===== src/rtl/skct_pkg.sv =====
// Shared types and codes for the sorted key count table.
package skct_pkg;

    localparam int MAJ_W  = 10;
    localparam int KEY_W  = 11;
    localparam int CNT_W  = 16;
    localparam int POS_W  = 9;
    localparam int IDX_W  = 8;
    localparam int ACT_W  = 2;
    localparam int STAT_W = 3;
    localparam int S_DATA_W = 40;
    localparam int M_DATA_W = 72;

    // Action codes (s_tuser)
    localparam logic [ACT_W-1:0] ACT_ADD   = 2'd0;
    localparam logic [ACT_W-1:0] ACT_READ  = 2'd1;
    localparam logic [ACT_W-1:0] ACT_CLEAR = 2'd2;

    // Status codes (m_tuser)
    localparam logic [STAT_W-1:0] STAT_INSERTED = 3'd0;
    localparam logic [STAT_W-1:0] STAT_COUNTED  = 3'd1;
    localparam logic [STAT_W-1:0] STAT_DROPPED  = 3'd2;
    localparam logic [STAT_W-1:0] STAT_READ_OK  = 3'd3;
    localparam logic [STAT_W-1:0] STAT_READ_OOR = 3'd4;
    localparam logic [STAT_W-1:0] STAT_CLEARED  = 3'd5;

    localparam logic signed [KEY_W-1:0] KEY_ABSENT = '1;
    localparam logic [CNT_W-1:0]        COUNT_MAX  = '1;

    // One table entry
    typedef struct packed {
        logic [MAJ_W-1:0]        major;
        logic signed [KEY_W-1:0] minor;
        logic signed [KEY_W-1:0] net;
        logic [CNT_W-1:0]        count;
    } entry_t;

    // Controller to ring: shift strobe and the entry fed into the tail cell
    typedef struct packed {
        logic   shift;
        entry_t tail;
    } ring_ctl_t;

endpackage


===== src/rtl/skct_cell.sv =====
// One ring cell: holds a table entry and takes its neighbor's entry on shift.
module skct_cell
    import skct_pkg::*;
(
    input  logic   aclk,
    input  logic   shift_en,
    input  entry_t d_in,
    output entry_t q_out
);

    entry_t entry_reg, entry_next;

    // load from neighbor while the ring turns
    always_comb begin
        entry_next = shift_en ? d_in : entry_reg;
    end

    always_ff @(posedge aclk) begin
        entry_reg <= entry_next;
    end

    assign q_out = entry_reg;

endmodule


===== config.mk =====
export PLATFORM = sky130hd
export DESIGN_NAME = skct_cell
export DESIGN_NICKNAME = d
export VERILOG_FILES = /design/src/rtl/skct_pkg.sv /design/src/rtl/skct_cell.sv
export SDC_FILE = /design/constraint.sdc
export NUM_CORES = 1
export LEC_CHECK = 0
export ABC_AREA = 0
export BUFFER_PORTS_ARGS = -buffer_cell sky130_fd_sc_hd__buf_2
export CAP_MARGIN = 10
export CELL_PAD_IN_SITES_DETAIL_PLACEMENT = 0
export CELL_PAD_IN_SITES_GLOBAL_PLACEMENT = 2
export CORE_ASPECT_RATIO = 0.8
export CORE_MARGIN = 3
export CORE_UTILIZATION = 26
export DETAILED_ROUTE_END_ITERATION = 10
export PLACE_DENSITY = 0.73
export SKIP_LAST_GASP = 1
export SLEW_MARGIN = 40
export SYNTH_ARGS = -nofsm -noshare
export SYNTH_HDL_FRONTEND = slang
export SYNTH_SLANG_ARGS = --single-unit

===== constraint.sdc =====
create_clock -name aclk -period 0.8 [get_ports aclk]
set_clock_uncertainty 0.15 [all_clocks]
set_input_delay 0.16 -clock aclk [delete_from_list [all_inputs] [get_ports aclk]]
set_output_delay 0.16 -clock aclk [all_outputs]
set_load 0.01 [all_outputs]

Yosys cells after proc, flatten, opt, wreduce, memory -nomap -nowiden
Cells that the tools add are included.
- register bits after elaboration: 48
- input port bits: 50
- output and inout bits: 48
- logic and storage cells: 4

Longest topological paths before layout
Gate-level depths: netlist of run 1.
- word-level depth: 0
- gate-level depth with buffers: 0
- gate-level depth less buffers: 0

Worst setup path after synthesis of run 1
Ideal clock, no wire load.
- path kind: register to output
- start point: reg entry_reg, in the netlist q_out[0]
- end point: out q_out[0] (netlist bit)
- arrival: 0.394 ns
- slack: 0.096 ns
- cell stages (with the launch flop): 1
- buffers on the path: 0
- path through: edfxtp_1
- RTL lines (element ; line ; RTL):
    start: declaration ; skct_cell.sv:11 ; entry_t entry_reg, entry_next;
    start signal: assignment ; skct_cell.sv:19 ; entry_reg <= entry_next;
    end: declaration ; skct_cell.sv:8 ; output entry_t q_out
No word-level cell between the ends.

Worst setup path after layout of run 1
- start point: reg entry_reg, in the netlist q_out[17]
- end point: out q_out[17] (netlist bit)
No word-level cell between the ends.

==> impl_metrics.yaml, run 1 <==
floorplanning:
  die-area_mm2: 0.006479
  die_w_um: 89.25
  fp-row-count: 23
  start_util_pct: 27.83
  core_mm2: 0.005180
  fp.dieH_um: 72.60
  ioPinCount: 98
logic_synthesis:
  synth_top_area_share_pct: 100.0
  synth_cell_types: 1
  ys_ff_latch: 48
  syn_inst: 48
  synthTopCellsByArea: "edfxtp_1 100%"
  synth-simple-area-share_pct: 0
  seq_area_frac_synth_pct: 100.0
  synth_top_cell_by_area: "edfxtp_1"
  netlist_area_mm2: 0.001441
  synthAdderAreaFrac_pct: 0
  synth_xor_area_share_pct: 0
  synth_compound_area_share_pct: 0
  synth_mux_area_share_pct: 0
  syn_nets: 98
  yosysWarnings: 0
  avgSynthCellArea_um2: 30.03
route:
  drc_errors: 0
  dr.pass1.iters: 2
  routedWlPerCell_um: 14.76
  vias_per_cell: 4.051
  drt_iter0_markers: 23
  ant_nets: 0
  vias: 879
  routed_wl_mm: 3.203
status:
  violations: "negative hold slack, negative setup slack"
  outcome: "complete, but fails checks"
cts:
  cts_buffers: 5
  h-tree-depth: 2
  clk_pin_slew_ns: 0.09
  tritoncts: "built"
  clock-sinks: 48
  cts_max_path_buffers: 2
  cts_root_buf: "clkbuf_8"
worst_setup_path:
  path_max_fanout: 1
  crit_slowest_cell: "edfxtp_1"
  crit_buf_inv: 1
  critPathTopFamily: "flip-flops"
  worstPathRequired_ns: 0.49
  crit_chain: "buf_2"
  critPathKind: "register to primary output"
  start_kind: "register"
  worst-endpoint-arrival_ns: 0.85
  end_kind: "primary output"
  slowest_delay_ns: 0.40
power_and_ir_drop:
  p_leak_nw: 0.9292
  ir_drop_mv: 1.164
  powerDensity_mw_per_mm2: 2433
  p_total_mw: 5.284
placed_design:
  port_buffers: 97
  numPlacedInstances: 209
  placedInstanceArea_mm2: 0.002044
  place_congestion: 0.6844
cells_and_area:
  fin_area_mm2: 0.002172
  largest_register_ffs: 48
  drive_above_1_share_pct: 69.03
  area_growth_pct: 50.69
  final_util_pct: 41.93
  antenna_cells: 0
  nets: 204
  fillers: 501
  layout_common_cells: "95 x buf_2, 48 x edfxtp_1, 5 x clkbuf_8, 2 x buf_6, 2 x buf_12"
  multi_input_gates: 0
  multi_input_area_um2: 0
  final_common_cell: "buf_2"
  final_cell_count_no_fill: 217
sta:
  tightest_slew_ns: 0.1583
  setup_viol: 48
  relSlewSlack_pct: 89.45
  max_freq_ghz: 0.8646
  hold_slack_ns: -0.1139
  drv_slew: 0
  final.setup.worst_slack_ns: -0.3566
  min_period_over_period_pct: 144.6
  hold_viol: 48
  final.min_clock_period_ns: 1.157
  rsz0062_at_grt: "true"
global_route:
  grt_pass1_vias: 1003
  grt_max_degree: 30
  grt_usage_pct: 10.30
  gr-total-overflow: 0
  grt_pass1_wl_mm: 4.830
  antenna_found_initial: 0
run:
  max_cap_violations: 0
hold_path:
  hp-class: "primary input to register"
==> power by group <==
group,switching [mW],leakage (nW),internal [mW]
clock network,0.818,0.0548,0.942
logic,0.255,0.405,0.235
registers,0.0508,0.470,2.98
total,1.12,0.929,4.16
==> final timing paths <==
check	slack [ns]	depth (start not counted)	end	startpoint
worst min-delay path	-0.11	1	q_out[13]	d_in[13]
worst max-delay path	-0.36	1	q_out[17]	q_out[17]
==> synthesized netlist by cell type <==
| master | n |
|---|---|
| edfxtp_1 | 48 |
==> area by class of cell <==
type	count	area [um2]	share of cell area, %
tap	62	77.57	3.571
timing repair buffer	99	538.0	24.77
clock inverter	3	46.29	2.131
clock buffer	5	68.82	3.168
sequential	48	1441	66.36
==> logic make-up (layout without fill, tap and decap cells) <==
kind of cell | Yosys count | count (layout)
flip-flops | 48 | 48
buffers and inverters | 0 | 107
==> what timing repair did <==
action	in CTS	in global routing
resized for setup	0	2
endpoints found under the setup margin	48	48
buffers inserted	0	0
endpoints found under the hold margin	48	48
pin swaps	0	0
==> metal layers <==
layer  track usage [%]  vias up  share of wire (%)
met1             10.45      411                 34
met2             17.09       61                 50
met5                 0        -                  0
met4             4.463        0                1.2
li1                  -      403                  -
met3             6.095        4                 15
==> per-stage QoR <==
stage	hold slack, ns	setup TNS (ns)	setup WS, ns
after floorplan	0.1089	0	0.09616
after global placement	0.1865	-6.779	-0.1578
after detailed placement	0.1883	-7.933	-0.1785
after CTS	-0.1304	-16.48	-0.3736
after global routing	-0.1377	-17.80	-0.4096
final	-0.1139	-15.40	-0.3566
No activity file was read; power rests on OpenSTA's default activity.
==> run 2, diff against run 1 <==
--- a/config.mk
+++ b/config.mk
@@ -7,14 +7,15 @@
 export LEC_CHECK = 0
 export ABC_AREA = 0
 export BUFFER_PORTS_ARGS = -buffer_cell sky130_fd_sc_hd__buf_2
-export CAP_MARGIN = 10
 export CELL_PAD_IN_SITES_DETAIL_PLACEMENT = 0
 export CELL_PAD_IN_SITES_GLOBAL_PLACEMENT = 2
 export CORE_ASPECT_RATIO = 0.8
 export CORE_MARGIN = 3
-export CORE_UTILIZATION = 26
+export CORE_UTILIZATION = 28
+export CTS_BUF_LIST = sky130_fd_sc_hd__clkbuf_8
 export DETAILED_ROUTE_END_ITERATION = 10
-export PLACE_DENSITY = 0.73
+export PLACE_DENSITY = 0.78
+export SKIP_CTS_REPAIR_TIMING = 1
 export SKIP_LAST_GASP = 1
 export SLEW_MARGIN = 40
 export SYNTH_ARGS = -nofsm -noshare
==> impl_metrics.yaml, run 2 (synthesis gave the netlist of run 1 again) <==
cells_and_area:
  drive_above_1_share_pct: 68.39
  final_cell_count_no_fill: 215
  final_common_cell: "buf_2"
  fin_area_mm2: 0.002153
  largest_register_ffs: 48
  area_growth_pct: 49.39
  layout_common_cells: "97 x buf_2, 48 x edfxtp_1, 5 x clkbuf_8, 2 x buf_12"
  multi_input_area_um2: 0
  multi_input_gates: 0
  antenna_cells: 0
  nets: 204
hold_path:
  min_from: "d_in[11]"
  hp-class: "primary input to register"
floorplanning:
  fp.dieH_um: 70.18
  fp-row-count: 22
  start_util_pct: 30.27
  die-area_mm2: 0.006050
  core_mm2: 0.004762
  die_w_um: 86.22
  ioPinCount: 98
worst_setup_path:
  path_max_fanout: 1
  end_kind: "primary output"
  crit_buf_inv: 1
  critPathTopFamily: "flip-flops"
  worst-endpoint-arrival_ns: 0.85
  crit_chain: "buf_2"
  slowest_delay_ns: 0.40
  crit_slowest_cell: "edfxtp_1"
  startpoint: "q_out[30]"
  start_kind: "register"
  critPathKind: "register to primary output"
  worstPathRequired_ns: 0.49
sta:
  relSlewSlack_pct: 91.12
  tightest_slew_ns: 0.1332
  rsz0062_at_grt: "true"
  setup_viol: 48
  drv_slew: 0
  min_period_over_period_pct: 144.7
  hold_slack_ns: -0.1146
  hold_viol: 48
  final.min_clock_period_ns: 1.157
  final.setup.worst_slack_ns: -0.3573
  max_freq_ghz: 0.8641
power_and_ir_drop:
  p_sw_mw: 1.039
  ir_drop_mv: 1.202
  p_seq_share_pct: 58.6
  p_comb_share_pct: 9.2
  clkPwrFrac_pct: 32.2
  swShare_pct: 20.08
  powerDensity_mw_per_mm2: 2403
  p_total_mw: 5.174
  p_leak_nw: 0.9259
  p_int_mw: 4.135
status:
  violations: "negative hold slack, negative setup slack"
  outcome: "complete, but fails checks"
placed_design:
  numPlacedInstances: 207
  port_buffers: 97
  pre_cts_ws_ns: -0.1580
  place_congestion: 0.7516
  placedInstanceArea_mm2: 0.002042
  place_hpwl_mm: 2.466
cts:
  clock-sinks: 48
  h-tree-depth: 2
  cts_root_buf: "clkbuf_8"
  cts_buffers: 5
  clk_pin_slew_ns: 0.09
  cts_max_path_buffers: 2
  tritoncts: "built"
global_route:
  antenna_found_initial: 0
  grt_pass1_vias: 987
  gr-total-overflow: 0
  grt_pass1_wl_mm: 4.733
  grt_usage_pct: 10.58
  grt_max_degree: 26
route:
  routedWlPerCell_um: 14.15
  routed_wl_mm: 3.042
  vias: 879
  dr.pass1.iters: 2
  vias_per_cell: 4.088
  ant_nets: 0
  drt_iter0_markers: 29
  drc_errors: 0
run:
  max_cap_violations: 0
==> run 2: cell count changes in the layout (fill, tap and decap cells not counted) <==
cell	previous run	this run
buf_2	95	97
buf_6	2	0
clkinv_1	0	1
clkinv_4	0	1
clkinvlp_4	1	0
inv_6	1	0
==> run 2: metrics by stage <==
step                      TNS (ns)  utilization, %
after floorplan                  0               -
after global placement      -6.347           42.88
after detailed placement    -7.623           42.88
after CTS                   -16.03           45.22
after global routing        -17.37           45.22
final                       -15.02           45.22
==> run 2: final timing paths <==
kind / end / slack [ns] / depth (start not counted)
setup / recovery: q_out[30] / -0.36 / 1
hold / removal: q_out[11] / -0.11 / 1
==> run 2: final cells by class <==
type	count	area [um2]
clock buffers	5	68.82
fillers	426	2609
clock inverters	3	42.54
well taps	60	75.07
flip-flops and latches	48	1441
repair buffers	99	525.5
==> run 2: layer usage <==
layer / GRT usage, % / vias to the layer above / wire length, um
met5: 0 / - / 0
met1: 10.14 / 402 / 1009
met3: 6.604 / 8 / 501
li1: - / 405 / -
met2: 17.88 / 64 / 1479
met4: 4.671 / 0 / 51
==> run 2: power groups by stage <==
stage | Combinational [mW] | Clock (mW) | Sequential [mW]
2_1_floorplan | 0 | 0 | 3.21
3_3_place_gp | 0.482 | 0 | 3.08
3_5_place_dp | 0.492 | 0 | 3.09
4_1_cts | 0.490 | 1.73 | 3.04
5_1_grt | 0.521 | 1.84 | 3.05
6_report | 0.478 | 1.66 | 3.03
