`src/rtl/skct_pkg.sv`:
```
// Shared types and codes for the sorted key count table.
package skct_pkg;

    localparam int MAJ_W  = 10;
    localparam int KEY_W  = 11;
    localparam int CNT_W  = 16;
    localparam int POS_W  = 9;
    localparam int IDX_W  = 8;
    localparam int ACT_W  = 2;
    localparam int STAT_W = 3;
    localparam int S_DATA_W = 40;
    localparam int M_DATA_W = 72;

    // Action codes (s_tuser)
    localparam logic [ACT_W-1:0] ACT_ADD   = 2'd0;
    localparam logic [ACT_W-1:0] ACT_READ  = 2'd1;
    localparam logic [ACT_W-1:0] ACT_CLEAR = 2'd2;

    // Status codes (m_tuser)
    localparam logic [STAT_W-1:0] STAT_INSERTED = 3'd0;
    localparam logic [STAT_W-1:0] STAT_COUNTED  = 3'd1;
    localparam logic [STAT_W-1:0] STAT_DROPPED  = 3'd2;
    localparam logic [STAT_W-1:0] STAT_READ_OK  = 3'd3;
    localparam logic [STAT_W-1:0] STAT_READ_OOR = 3'd4;
    localparam logic [STAT_W-1:0] STAT_CLEARED  = 3'd5;

    localparam logic signed [KEY_W-1:0] KEY_ABSENT = '1;
    localparam logic [CNT_W-1:0]        COUNT_MAX  = '1;

    // One table entry
    typedef struct packed {
        logic [MAJ_W-1:0]        major;
        logic signed [KEY_W-1:0] minor;
        logic signed [KEY_W-1:0] net;
        logic [CNT_W-1:0]        count;
    } entry_t;

    // Controller to ring: shift strobe and the entry fed into the tail cell
    typedef struct packed {
        logic   shift;
        entry_t tail;
    } ring_ctl_t;

endpackage

```
`src/rtl/skct_ctrl.sv`:
```
// Head controller: walks the ring once per add or read request, inserts, counts, reads, clears.
module skct_ctrl
    import skct_pkg::*;
#(
    parameter int NUM_ENTRIES = 256
)
(
    input  logic                  aclk,
    input  logic                  aresetn,
    input  logic                  s_tvalid,
    output logic                  s_tready,
    input  logic [S_DATA_W-1:0]   s_tdata,
    input  logic [ACT_W-1:0]      s_tuser,
    output logic                  m_tvalid,
    input  logic                  m_tready,
    output logic [M_DATA_W-1:0]   m_tdata,
    output logic [STAT_W-1:0]     m_tuser,
    input  entry_t                head,
    output ring_ctl_t             ctl
);

    localparam int CW = $clog2(NUM_ENTRIES + 1);
    localparam int KW = $clog2(NUM_ENTRIES);
    localparam logic [KW-1:0] K_LAST = KW'(NUM_ENTRIES - 1);
    localparam logic [CW-1:0] T_FULL = CW'(NUM_ENTRIES);
    localparam int PAD_W = M_DATA_W - (2 * POS_W + MAJ_W + 2 * KEY_W + CNT_W);

    localparam logic [1:0] ST_IDLE = 2'd0;
    localparam logic [1:0] ST_RUN  = 2'd1;
    localparam logic [1:0] ST_DONE = 2'd2;

    // ordering rule: does the new key go before this entry
    function automatic logic key_less(input entry_t k, input entry_t e);
        logic sec;
        sec = (k.minor != KEY_ABSENT) ? (k.minor < e.minor)
            : ((k.net != KEY_ABSENT) && (k.net < e.net));
        return (k.major < e.major) || ((k.major == e.major) && sec);
    endfunction

    // match rule: same major and same present secondary key
    function automatic logic key_equal(input entry_t k, input entry_t e);
        logic sec;
        sec = (k.minor != KEY_ABSENT) ? (k.minor == e.minor)
            : ((k.net != KEY_ABSENT) && (k.net == e.net));
        return (k.major == e.major) && sec;
    endfunction

    logic [1:0]          state_reg, state_next;
    logic [ACT_W-1:0]    act_reg, act_next;
    entry_t              key_reg, key_next;
    logic [IDX_W-1:0]    idx_reg, idx_next;
    logic [KW-1:0]       k_reg, k_next;
    logic                decided_reg, decided_next;
    logic                shifting_reg, shifting_next;
    logic                ins_reg, ins_next;
    entry_t              carry_reg, carry_next;
    logic [STAT_W-1:0]   res_status_reg, res_status_next;
    logic [POS_W-1:0]    res_pos_reg, res_pos_next;
    entry_t              res_entry_reg, res_entry_next;
    logic [CW-1:0]       total_reg, total_next;
    logic                m_tvalid_reg, m_tvalid_next;
    logic [M_DATA_W-1:0] m_tdata_reg, m_tdata_next;
    logic [STAT_W-1:0]   m_tuser_reg, m_tuser_next;

    logic                in_fire;
    logic [CW-1:0]       k_ext;
    logic                k_valid;
    entry_t              bumped;
    entry_t              fin_entry;
    logic [STAT_W-1:0]   fin_status;
    logic [POS_W-1:0]    fin_pos;
    logic [CW-1:0]       fin_total;

    assign s_tready = (state_reg == ST_IDLE);
    assign in_fire  = s_tvalid && s_tready;
    assign k_ext    = CW'(k_reg);
    assign k_valid  = (k_ext < total_reg);

    // head entry with its count bumped, saturating
    always_comb begin
        bumped = head;
        if (head.count != COUNT_MAX) begin
            bumped.count = head.count + 1'b1;
        end
    end

    // sequencer and head processing
    always_comb begin
        state_next      = state_reg;
        act_next        = act_reg;
        key_next        = key_reg;
        idx_next        = idx_reg;
        k_next          = k_reg;
        decided_next    = decided_reg;
        shifting_next   = shifting_reg;
        ins_next        = ins_reg;
        carry_next      = carry_reg;
        res_status_next = res_status_reg;
        res_pos_next    = res_pos_reg;
        res_entry_next  = res_entry_reg;
        total_next      = total_reg;
        m_tvalid_next   = m_tvalid_reg;
        m_tdata_next    = m_tdata_reg;
        m_tuser_next    = m_tuser_reg;
        ctl.shift       = (state_reg == ST_RUN);
        ctl.tail        = head;
        fin_entry       = res_entry_reg;
        fin_status      = res_status_reg;
        fin_pos         = res_pos_reg;
        fin_total       = total_reg;

        if (m_tvalid_reg && m_tready) begin
            m_tvalid_next = 1'b0;
        end

        case (state_reg)
            ST_IDLE: begin
                if (in_fire) begin
                    act_next       = s_tuser;
                    key_next.major = s_tdata[9:0];
                    key_next.minor = s_tdata[20:10];
                    key_next.net   = s_tdata[31:21];
                    key_next.count = CNT_W'(1);
                    idx_next       = s_tdata[39:32];
                    k_next         = '0;
                    decided_next   = 1'b0;
                    shifting_next  = 1'b0;
                    ins_next       = 1'b0;
                    res_pos_next   = '0;
                    res_entry_next = '0;
                    case (s_tuser)
                        ACT_ADD: begin
                            state_next = ST_RUN;
                        end
                        ACT_READ: begin
                            state_next   = ST_RUN;
                            res_pos_next = POS_W'(s_tdata[39:32]);
                            if ((32'(s_tdata[39:32]) < 32'(total_reg)) &&
                                (32'(s_tdata[39:32]) < NUM_ENTRIES)) begin
                                res_status_next = STAT_READ_OK;
                            end else begin
                                res_status_next = STAT_READ_OOR;
                            end
                        end
                        ACT_CLEAR: begin
                            state_next      = ST_DONE;
                            res_status_next = STAT_CLEARED;
                        end
                        default: begin
                            // unused code: dropped without a result
                            state_next = ST_IDLE;
                        end
                    endcase
                end
            end

            ST_RUN: begin
                k_next = k_reg + 1'b1;
                if (k_reg == K_LAST) begin
                    state_next = ST_DONE;
                end
                if (act_reg == ACT_READ) begin
                    // grab the entry as it passes the head
                    if ((32'(k_reg) == 32'(idx_reg)) && (res_status_reg == STAT_READ_OK)) begin
                        res_entry_next = head;
                    end
                end else if (shifting_reg) begin
                    // behind an insert: every entry moves up one place
                    ctl.tail   = carry_reg;
                    carry_next = head;
                end else if (!decided_reg) begin
                    if (k_valid && key_equal(key_reg, head)) begin
                        ctl.tail        = bumped;
                        decided_next    = 1'b1;
                        res_status_next = STAT_COUNTED;
                        res_pos_next    = POS_W'(k_reg);
                        res_entry_next  = bumped;
                    end else if (k_valid && key_less(key_reg, head)) begin
                        decided_next = 1'b1;
                        res_pos_next = POS_W'(k_reg);
                        if (total_reg == T_FULL) begin
                            res_status_next = STAT_DROPPED;
                            res_entry_next  = '0;
                        end else begin
                            ctl.tail        = key_reg;
                            carry_next      = head;
                            shifting_next   = 1'b1;
                            ins_next        = 1'b1;
                            res_status_next = STAT_INSERTED;
                            res_entry_next  = key_reg;
                        end
                    end else if (k_ext == total_reg) begin
                        // append after the last valid entry
                        ctl.tail        = key_reg;
                        decided_next    = 1'b1;
                        ins_next        = 1'b1;
                        res_status_next = STAT_INSERTED;
                        res_pos_next    = POS_W'(k_reg);
                        res_entry_next  = key_reg;
                    end
                end
            end

            ST_DONE: begin
                // add that found no place in a full table
                if ((act_reg == ACT_ADD) && !decided_reg) begin
                    fin_status = STAT_DROPPED;
                    fin_pos    = POS_W'(total_reg);
                    fin_entry  = '0;
                end
                if (act_reg == ACT_CLEAR) begin
                    fin_total = '0;
                end else if ((act_reg == ACT_ADD) && ins_reg) begin
                    fin_total = total_reg + 1'b1;
                end
                if (!m_tvalid_reg || m_tready) begin
                    m_tvalid_next = 1'b1;
                    m_tuser_next  = fin_status;
                    m_tdata_next  = {PAD_W'(0), POS_W'(fin_total), fin_entry.count,
                                     fin_entry.net, fin_entry.minor, fin_entry.major,
                                     fin_pos};
                    total_next    = fin_total;
                    state_next    = ST_IDLE;
                end
            end

            default: begin
                state_next = ST_IDLE;
            end
        endcase
    end

    // control state
    always_ff @(posedge aclk) begin
        if (!aresetn) begin
            state_reg    <= ST_IDLE;
            total_reg    <= '0;
            m_tvalid_reg <= 1'b0;
            decided_reg  <= 1'b0;
            shifting_reg <= 1'b0;
            ins_reg      <= 1'b0;
        end else begin
            state_reg    <= state_next;
            total_reg    <= total_next;
            m_tvalid_reg <= m_tvalid_next;
            decided_reg  <= decided_next;
            shifting_reg <= shifting_next;
            ins_reg      <= ins_next;
        end
    end

    // payload
    always_ff @(posedge aclk) begin
        act_reg        <= act_next;
        key_reg        <= key_next;
        idx_reg        <= idx_next;
        k_reg          <= k_next;
        carry_reg      <= carry_next;
        res_status_reg <= res_status_next;
        res_pos_reg    <= res_pos_next;
        res_entry_reg  <= res_entry_next;
        m_tdata_reg    <= m_tdata_next;
        m_tuser_reg    <= m_tuser_next;
    end

    assign m_tvalid = m_tvalid_reg;
    assign m_tdata  = m_tdata_reg;
    assign m_tuser  = m_tuser_reg;

endmodule

```
`config.mk`:
```
export PLATFORM = sky130hd
export DESIGN_NAME = skct_ctrl
export DESIGN_NICKNAME = d
export VERILOG_FILES = /design/src/rtl/skct_pkg.sv /design/src/rtl/skct_ctrl.sv
export SDC_FILE = /design/constraint.sdc
export NUM_CORES = 1
export LEC_CHECK = 0
export BUFFER_PORTS_ARGS = -buffer_cell sky130_fd_sc_hd__buf_2
export CORE_ASPECT_RATIO = 0.8
export CORE_MARGIN = 5
export CORE_UTILIZATION = 50
export CTS_CLUSTER_DIAMETER = 50
export DETAILED_ROUTE_END_ITERATION = 6
export PLACE_DENSITY_LB_ADDON = 0.15
export RECOVER_POWER = 50
export SETUP_SLACK_MARGIN = 0.5
export SYNTH_ARGS = -nofsm -noshare
export SYNTH_HDL_FRONTEND = slang
export SYNTH_SLANG_ARGS = --single-unit
```
`constraint.sdc`:
```
create_clock -name aclk -period 10.1 [get_ports aclk]
set_clock_uncertainty 0.1 [all_clocks]
set_input_delay 2.02 -clock aclk [delete_from_list [all_inputs] [get_ports aclk]]
set_output_delay 2.02 -clock aclk [all_outputs]
set_load 0.005 [all_outputs]
```
Word-level counts from Yosys, hierarchy flattened
Cells that the tools add are included.
- bits in registers: 242
- input port bits: 94
- output and inout port bits: 126
- word-level logic and storage cells: 183
- add/subtract/negate cells: 3
- $lt $le $gt $ge: 5
- equal/unequal tests: 35
- mux-type cells: 82
- bitwise operators: 1
- reductions and logical operators: 32
- operators with widths (cell ; number):
    two-way mux 48 bit ; 22
    one-hot mux 48 bit (2 select lines) ; 1
    two-way mux 9 bit ; 10
    two-way mux 1 bit ; 25
    two-way mux 3 bit ; 8
    equality test 11 bit ; 2
    < comparator 11 bit ; 2
    != test 11 x 1 -> 1 bit (second input constant) ; 2
    < comparator 8 x 9 -> 1 bit ; 2
    one-hot mux 9 bit (2 select lines) ; 1
    AND reduction 6 bit ; 3
    adder 16 x 1 -> 16 bit (second input constant) ; 1
    two-way mux 16 bit ; 1
    two-way mux 8 bit ; 2
    != test 16 bit (second input constant) ; 1
    one-hot mux 8 bit (2 select lines) ; 1
    != test 2 bit (second input constant) ; 7
    one-hot mux 3 bit (2 select lines) ; 2
    logical AND 1 bit ; 11
    equality test 10 bit ; 1
    < comparator 10 bit ; 1
    adder 9 x 1 -> 9 bit (second input constant) ; 1
    equality test 8 x 9 -> 1 bit ; 1
    equality test 9 bit (second input constant) ; 1
    27 further kinds ; 49

Depth between registers and ports, before layout
Gate-level depths: netlist of the first run.
- depth after elaboration: 12
- mapped depth: 13
- depth with buffers taken out: 11

Worst setup path before layout of the first run
OpenSTA, ideal clock, no wires.
- path kind: input -> register
- from: input port head[18] in the netlist's numbering
- to: register res_entry_reg[0] in the netlist's numbering, enable pin
- library setup time: 513 ps
- arrival: 6993 ps
- required time: 9487 ps
- slack: 2494 ps
- stages: 11
- buffers on the path: 0
- cell sequence: inv_1 ha_1 a21oi_1 a211oi_1 a2111oi_1 mux2i_1 a21boi_2 o211ai_4 nand2_1 a311oi_1 nor3_1
- longest elaborated chain between the ends: 8
- elaborated cells between the ends (all ways): 13
- classes of those cells: order compare: 1; eq/ne: 2; mux: 2; reduce/logical: 8
- ends and longest elaborated chain (element ; line ; RTL):
    from (decl) ; skct_ctrl.sv:18 ; input entry_t head,
    < comparator 11 bit ; skct_ctrl.sv:36 ; : ((k.net != KEY_ABSENT) && (k.net < e.net));
    logical AND 1 bit ; skct_ctrl.sv:36 ;
    two-way mux 1 bit ; skct_ctrl.sv:35 ; sec = (k.minor != KEY_ABSENT) ? (k.minor < e.minor)
    logical AND 1 bit ; skct_ctrl.sv:37 ; return (k.major < e.major) || ((k.major == e.major) && sec);
    logical OR 1 bit ; skct_ctrl.sv:37 ;
    logical AND 1 bit ; skct_ctrl.sv:178 ; end else if (k_valid && key_less(key_reg, head)) begin
    != test 5 x 1 -> 1 bit (no line) * ; - ;
    AND reduction 6 bit (no line) * ; - ;
    to (signal assigned) ; skct_ctrl.sv:261 ; res_entry_reg <= res_entry_next;
    to (decl) ; skct_ctrl.sv:59 ; entry_t res_entry_reg, res_entry_next;
Every way passes the cells marked *; elsewhere a longest branch is shown, timed or not.
A chain may end at the register's enable or synchronous reset.

==> results of run 1 <==
==> area by class of cell <==
cell class	instances	area, µm²
clock inverters	13	185
multi-input cells	715	4580
clock buffers	38	779
fillers	2003	9310
well taps	312	390
diodes	1	2.50
inverters	54	203
repair buffers	225	1060
flip-flops and latches	241	7090
==> cell families (layout without fill, tap and decap cells) <==
logic type	after synthesis	in the layout	synth area share (%)
simple gates	356	356	14.9
compound gates	260	260	13.7
flops	241	241	58.6
buf+inv	117	330	3.99
fa+ha+maj	51	51	5.28
mux	23	23	2.13
xor+xnor	19	19	1.38
other cells	1	7	0.0310
==> cells in the mapped netlist (all sizes together) (4+ instances only) <==
cell      n
dfxtp    15
nor2     62
buf      17
and3     10
a21oi    74
mux2      9
nand3b    6
a22o      9
edfxtp  226
a221o     4
mux2i    14
inv      54
a211oi    6
ha       51
nand2    81
nor2b    66
o21a      4
xor2      4
clkbuf   46
a31oi     9
o21ai    76
and2     10
nand3    61
or3       4
nor3     17
a222oi    4
nand4    16
a22oi    39
a21o     10
xnor2    15
nand2b   11
==> how the worst max path moves through the flow <==
| stage | start | endpoint | slack (ps) | depth (start not counted) |
|---|---|---|---|---|
| 6_report | head[37] | ctl[40] | 2390 | 13 |
| 5_1_grt | head[37] | ctl[40] | 2240 | 13 |
| 4_1_cts | head[37] | ctl[40] | 2540 | 13 |
| 3_5_place_dp | head[31] | ctl[47] | 2560 | 13 |
| 3_3_place_gp | head[37] | ctl[47] | 2580 | 13 |
| 2_1_floorplan | head[18] | res_entry_reg[0]$_SDFFCE_PN0P_ | 2490 | 11 |
==> metal layers <==
| layer | global-route usage [%] | wire, µm | vias up |
|---|---|---|---|
| li1 | - | - | 4354 |
| met1 | 34.4 | 14600 | 4464 |
| met2 | 35.5 | 14300 | 470 |
| met3 | 4.12 | 2810 | 55 |
| met4 | 5.51 | 708 | 0 |
| met5 | 0 | 0 | - |
==> through the flow <==
stage,area [µm²],hold slack (ps)
after global placement,13400,412
after CTS,14400,430
final,14300,431
after global routing,14300,450
after floorplan,12100,409
after detailed placement,13400,420
==> report_power, final <==
part / internal [mW] / switching (mW) / total, mW
Combinational: 0.147 / 0.247 / 0.394
Sequential: 1.21 / 0.0470 / 1.26
Clock: 0.645 / 0.403 / 1.05
Total: 2.01 / 0.697 / 2.70
==> flow_metrics.env, run 1 <==
export IMPL_antenna_found_initial=0
export IMPL_worst_path_max_fanout=32
export IMPL_drc=0
export IMPL_slowest_stage="nor4b_1"
export IMPL_min_path_cells=1
export IMPL_grt_pass1_wl_um=50400
export IMPL_clk_latency_ps=540
export IMPL_hold_viol_final=0
export IMPL_cts_made_buffers=28
export IMPL_die_h_um=149
export IMPL_synthCells=1068
export IMPL_end_kind="primary output"
export IMPL_avgViaCountPerCell=5.84
export IMPL_cts_resized=0
export IMPL_r2r_slack_ps=5150
export IMPL_yosysWarnings=0
export IMPL_first_global_vias=8946
export IMPL_status="finished with violations"
export IMPL_dpl_hpwl_um=22000
export IMPL_wire_per_inst_um=20.3
export IMPL_post_cts_buffers=0
export IMPL_dpl_cell_count=1547
export IMPL_nNetsFinal=1410
export IMPL_setup_tns_ps=0
export IMPL_drtIter0Drc=753
export IMPL_die_area_um2=27400
export IMPL_critPathMaxStageDelay_ps=740
export IMPL_cts_buffer_depth=3
export IMPL_ioPinCount=220
export IMPL_largest_register_ffs=66
export IMPL_clock_tree_root_cell="clkbuf_16"
export IMPL_min_path_type="reg2reg"
export IMPL_grt_ovfl_total=0
export IMPL_async_flop_share_pct=0
export IMPL_crit_type="in2out"
export IMPL_leakage_nw=5.37
export IMPL_synth_seq_cells=241
export IMPL_post_synth_num_cell_types=67
export IMPL_path_buf_inv=4
export IMPL_yosysTopAreaCellShare_pct=56.1
export IMPL_cts_tree="done"
export IMPL_synthFlopType="edfxtp_1"
export IMPL_worst_slack_ps=2390
export IMPL_synth_area_leaders="edfxtp_1 (56%), ha_1 (5.3%), nor2b_1 (3.4%)"
export IMPL_maxSlewViolCount=205
export IMPL_period_minus_slack_ps=7710
export IMPL_clkTransAtPathRegs_ps=60
export IMPL_path_cells="clkbuf_1 > inv_1 > ha_1 > nand4_1 > nor4b_1 > o2111ai_2 > and2_1 > nand2_1 > mux2i_1 > o21a_1 > buf_4 > o21ai_0 > buf_2"
export IMPL_cp_start_kind="input port"
export IMPL_grt_start_max_net_pins=60
export IMPL_wl_um=32500
export IMPL_place_congestion=0.908
export IMPL_synth_top_area_cell="edfxtp_1"
export IMPL_report_power_total_mw=2.70
export IMPL_avgSynthCellArea_um2=11.3
export IMPL_rsz0062_at_grt="no"
export IMPL_clock_sinks=241
export IMPL_coreArea_um2=23600
export IMPL_syn_cell_area_um2=12100
export IMPL_irDropWorstVdd_mv=0.145
export IMPL_numPortBuffers=213
export IMPL_final_common_cell="edfxtp_1"
export IMPL_via_count=9343
export IMPL_cp_required_ps=7980
export IMPL_cts_hold_buf=0
export IMPL_p_per_area_nw_per_um2=189
export IMPL_h_tree_depth=1
export IMPL_num_rows=50
export IMPL_dp_slack_ps=2560
export IMPL_min_from="res_entry_reg[13]$_SDFFCE_PN0P_"
export IMPL_r2r_end="m_tdata[1]$_DFFE_PP_"
export IMPL_cp_data_arrival_time_ps=5590
export IMPL_seq_area_frac_synth_pct=58.6
export IMPL_drtAntennaViolNets=0
export IMPL_final_cell_mix="edfxtp_1 (226), buf_2 (139), clkbuf_1 (83)"
export IMPL_fin_crit_sh_pct=76.4
export IMPL_violations="max-capacitance violations, max-slew violations"
export IMPL_setup_viol=0
export IMPL_die_w_um=184
export IMPL_cap_violations=5
export IMPL_worst_slew_pin_slew_ps=3130
export IMPL_min_to="m_tdata[54]$_SDFFCE_PP0P_"
export IMPL_worstRegToRegCells=3
export IMPL_synth_edff_count=226
export IMPL_drive_gt1_share_pct=16.9
export IMPL_grt_total_usage_pct=23.1
export IMPL_fin_util_pct=60.5
export IMPL_relSlewSlack_pct=-108
export IMPL_first_pass_iters=6
export IMPL_start_util_pct=51.3
export IMPL_fmax_mhz=130
export IMPL_r2r_start="decided_reg$_SDFFE_PN0P_"
export IMPL_instances_no_fill=1599
export IMPL_cp_top_family="simple AND/OR/NAND/NOR gates"
export IMPL_synthToLayoutAreaGrowth_pct=18.1
No activity file was read; power rests on OpenSTA's default activity.
==> run 2: changes to the inputs <==
==> constraint.sdc (replaced) <==
create_clock -name aclk -period 7.8 [get_ports aclk]
set_clock_uncertainty 0.1 [all_clocks]
set_input_delay 1.56 -clock aclk [delete_from_list [all_inputs] [get_ports aclk]]
set_output_delay 1.56 -clock aclk [all_outputs]
set_load 0.005 [all_outputs]
==> flow_metrics.env, run 2 (synthesis gave the netlist of run 1 again) <==
export IMPL_post_cts_buffers=0
export IMPL_num_rows=50
export IMPL_drc=0
export IMPL_p_per_area_nw_per_um2=242
export IMPL_grt_pass1_wl_um=50500
export IMPL_h_tree_depth=1
export IMPL_nNetsFinal=1413
export IMPL_die_h_um=149
export IMPL_relSlewSlack_pct=-108
export IMPL_period_minus_slack_ps=6730
export IMPL_violations="max-capacitance violations, max-slew violations"
export IMPL_dpl_hpwl_um=22300
export IMPL_cap_violations=4
export IMPL_setup_tns_ps=0
export IMPL_fin_crit_sh_pct=86.3
export IMPL_cts_buffer_depth=3
export IMPL_cp_required_ps=6140
export IMPL_numPortBuffers=213
export IMPL_ioPinCount=220
export IMPL_avgViaCountPerCell=5.80
export IMPL_place_congestion=0.891
export IMPL_drtAntennaViolNets=0
export IMPL_hold_viol_final=0
export IMPL_worst_slack_ps=1070
export IMPL_clock_sinks=241
export IMPL_die_w_um=184
export IMPL_first_pass_iters=5
export IMPL_die_area_um2=27400
export IMPL_final_cell_mix="edfxtp_1 (226), buf_2 (114), clkbuf_1 (107)"
export IMPL_fin_hold_ws_ps=430
export IMPL_cts_made_buffers=27
export IMPL_setup_viol=0
export IMPL_worst_path_max_fanout=15
export IMPL_cp_data_arrival_time_ps=5070
export IMPL_cts_tree="done"
export IMPL_drtIter0Drc=922
export IMPL_crit_type="in2out"
export IMPL_via_count=9285
export IMPL_fmax_mhz=149
export IMPL_largest_register_ffs=66
export IMPL_fillerInstances=1997
export IMPL_maxSlewViolCount=166
export IMPL_clock_tree_root_cell="clkbuf_16"
export IMPL_dp_slack_ps=1100
export IMPL_synthToLayoutAreaGrowth_pct=17.5
export IMPL_wire_per_inst_um=20.6
export IMPL_clk_latency_ps=520
export IMPL_irDropWorstVdd_mv=0.184
export IMPL_coreArea_um2=23600
export IMPL_leakage_nw=5.28
export IMPL_rsz0062_at_grt="no"
export IMPL_grt_start_max_net_pins=79
export IMPL_cp_start_kind="input port"
export IMPL_wl_um=33000
export IMPL_worst_slew_pin_slew_ps=3120
export IMPL_status="finished with violations"
export IMPL_report_power_total_mw=3.44
export IMPL_clkTransAtPathRegs_ps=60
export IMPL_antenna_found_initial=3
export IMPL_min_path_type="reg2reg"
export IMPL_fin_util_pct=60.3
export IMPL_grt_total_usage_pct=23.3
export IMPL_drive_gt1_share_pct=15.0
export IMPL_start_util_pct=51.3
export IMPL_first_global_vias=8959
export IMPL_cts_resized=0
export IMPL_final_common_cell="edfxtp_1"
export IMPL_grt_ovfl_total=0
export IMPL_end_kind="primary output"
export IMPL_cts_hold_buf=0
## run 2: cell types whose count changed in the layout (fill, tap and decap cells not counted), moves of 3 or more
| cell | delta |
|---|---|
| buf_2 | -25 |
| clkinv_1 | +4 |
| clkbuf_1 | +24 |
| buf_4 | +3 |
## run 2: final cells by class
cell class | instances | area (µm²) | area share, %
timing repair buffer | 229 | 1050 | 7.39
multi-input combinational | 715 | 4580 | 32.2
sequential | 241 | 7090 | 49.9
inverter | 54 | 203 | 1.43
tap | 312 | 390 | 2.75
clock buffer | 32 | 694 | 4.88
antenna | 1 | 2.50 | 0.0176
clock inverter | 16 | 206 | 1.45
## run 2: critical path, cell delays in order
cell and delay [ps]:
clkbuf_1 130, inv_1 80, ha_1 320, a21oi_1 130, o21ai_0 100, a2111oi_1 490, mux2i_1 340, a21boi_2 140
o211ai_4 290, mux2i_1 280, o21a_1 600, buf_4 330, o21ai_0 120, buf_2 150
## run 2: through the flow
step           instance area [µm²]  cells
2_1_floorplan                12100   1073
3_3_place_gp                 13500   1551
3_5_place_dp                 13500   1551
4_1_cts                      14400   1599
5_1_grt                      14200   1600
6_report                     14200   1600
## run 2: report_power, final
part	switching, mW	internal (mW)	leakage [nW]
clock network	0.500	0.797	0.439
registers	0.0599	1.57	2.29
logic	0.320	0.191	2.56
## run 2: routing by layer
layer,up-vias,track usage [%],routed length [µm]
li1,4370,-,-
met1,4448,34.4,15000
met2,406,36.1,14600
met3,57,4.34,2610
met4,4,5.25,730
met5,-,0,23
## run 2: path summary, 6_finish.rpt
path                                  startpoint                             end  slack, ps  cells past startpoint
setup reg to reg       state_reg[1]$_SDFFE_PN0P_  res_entry_reg[0]$_SDFFCE_PN0P_       3430                      5
hold reg to reg   res_entry_reg[6]$_SDFFCE_PN0P_       m_tdata[47]$_SDFFCE_PP0P_        430                      1
setup / recovery                        head[22]                         ctl[28]       1070                     14
hold / removal    res_entry_reg[6]$_SDFFCE_PN0P_       m_tdata[47]$_SDFFCE_PP0P_        430                      1
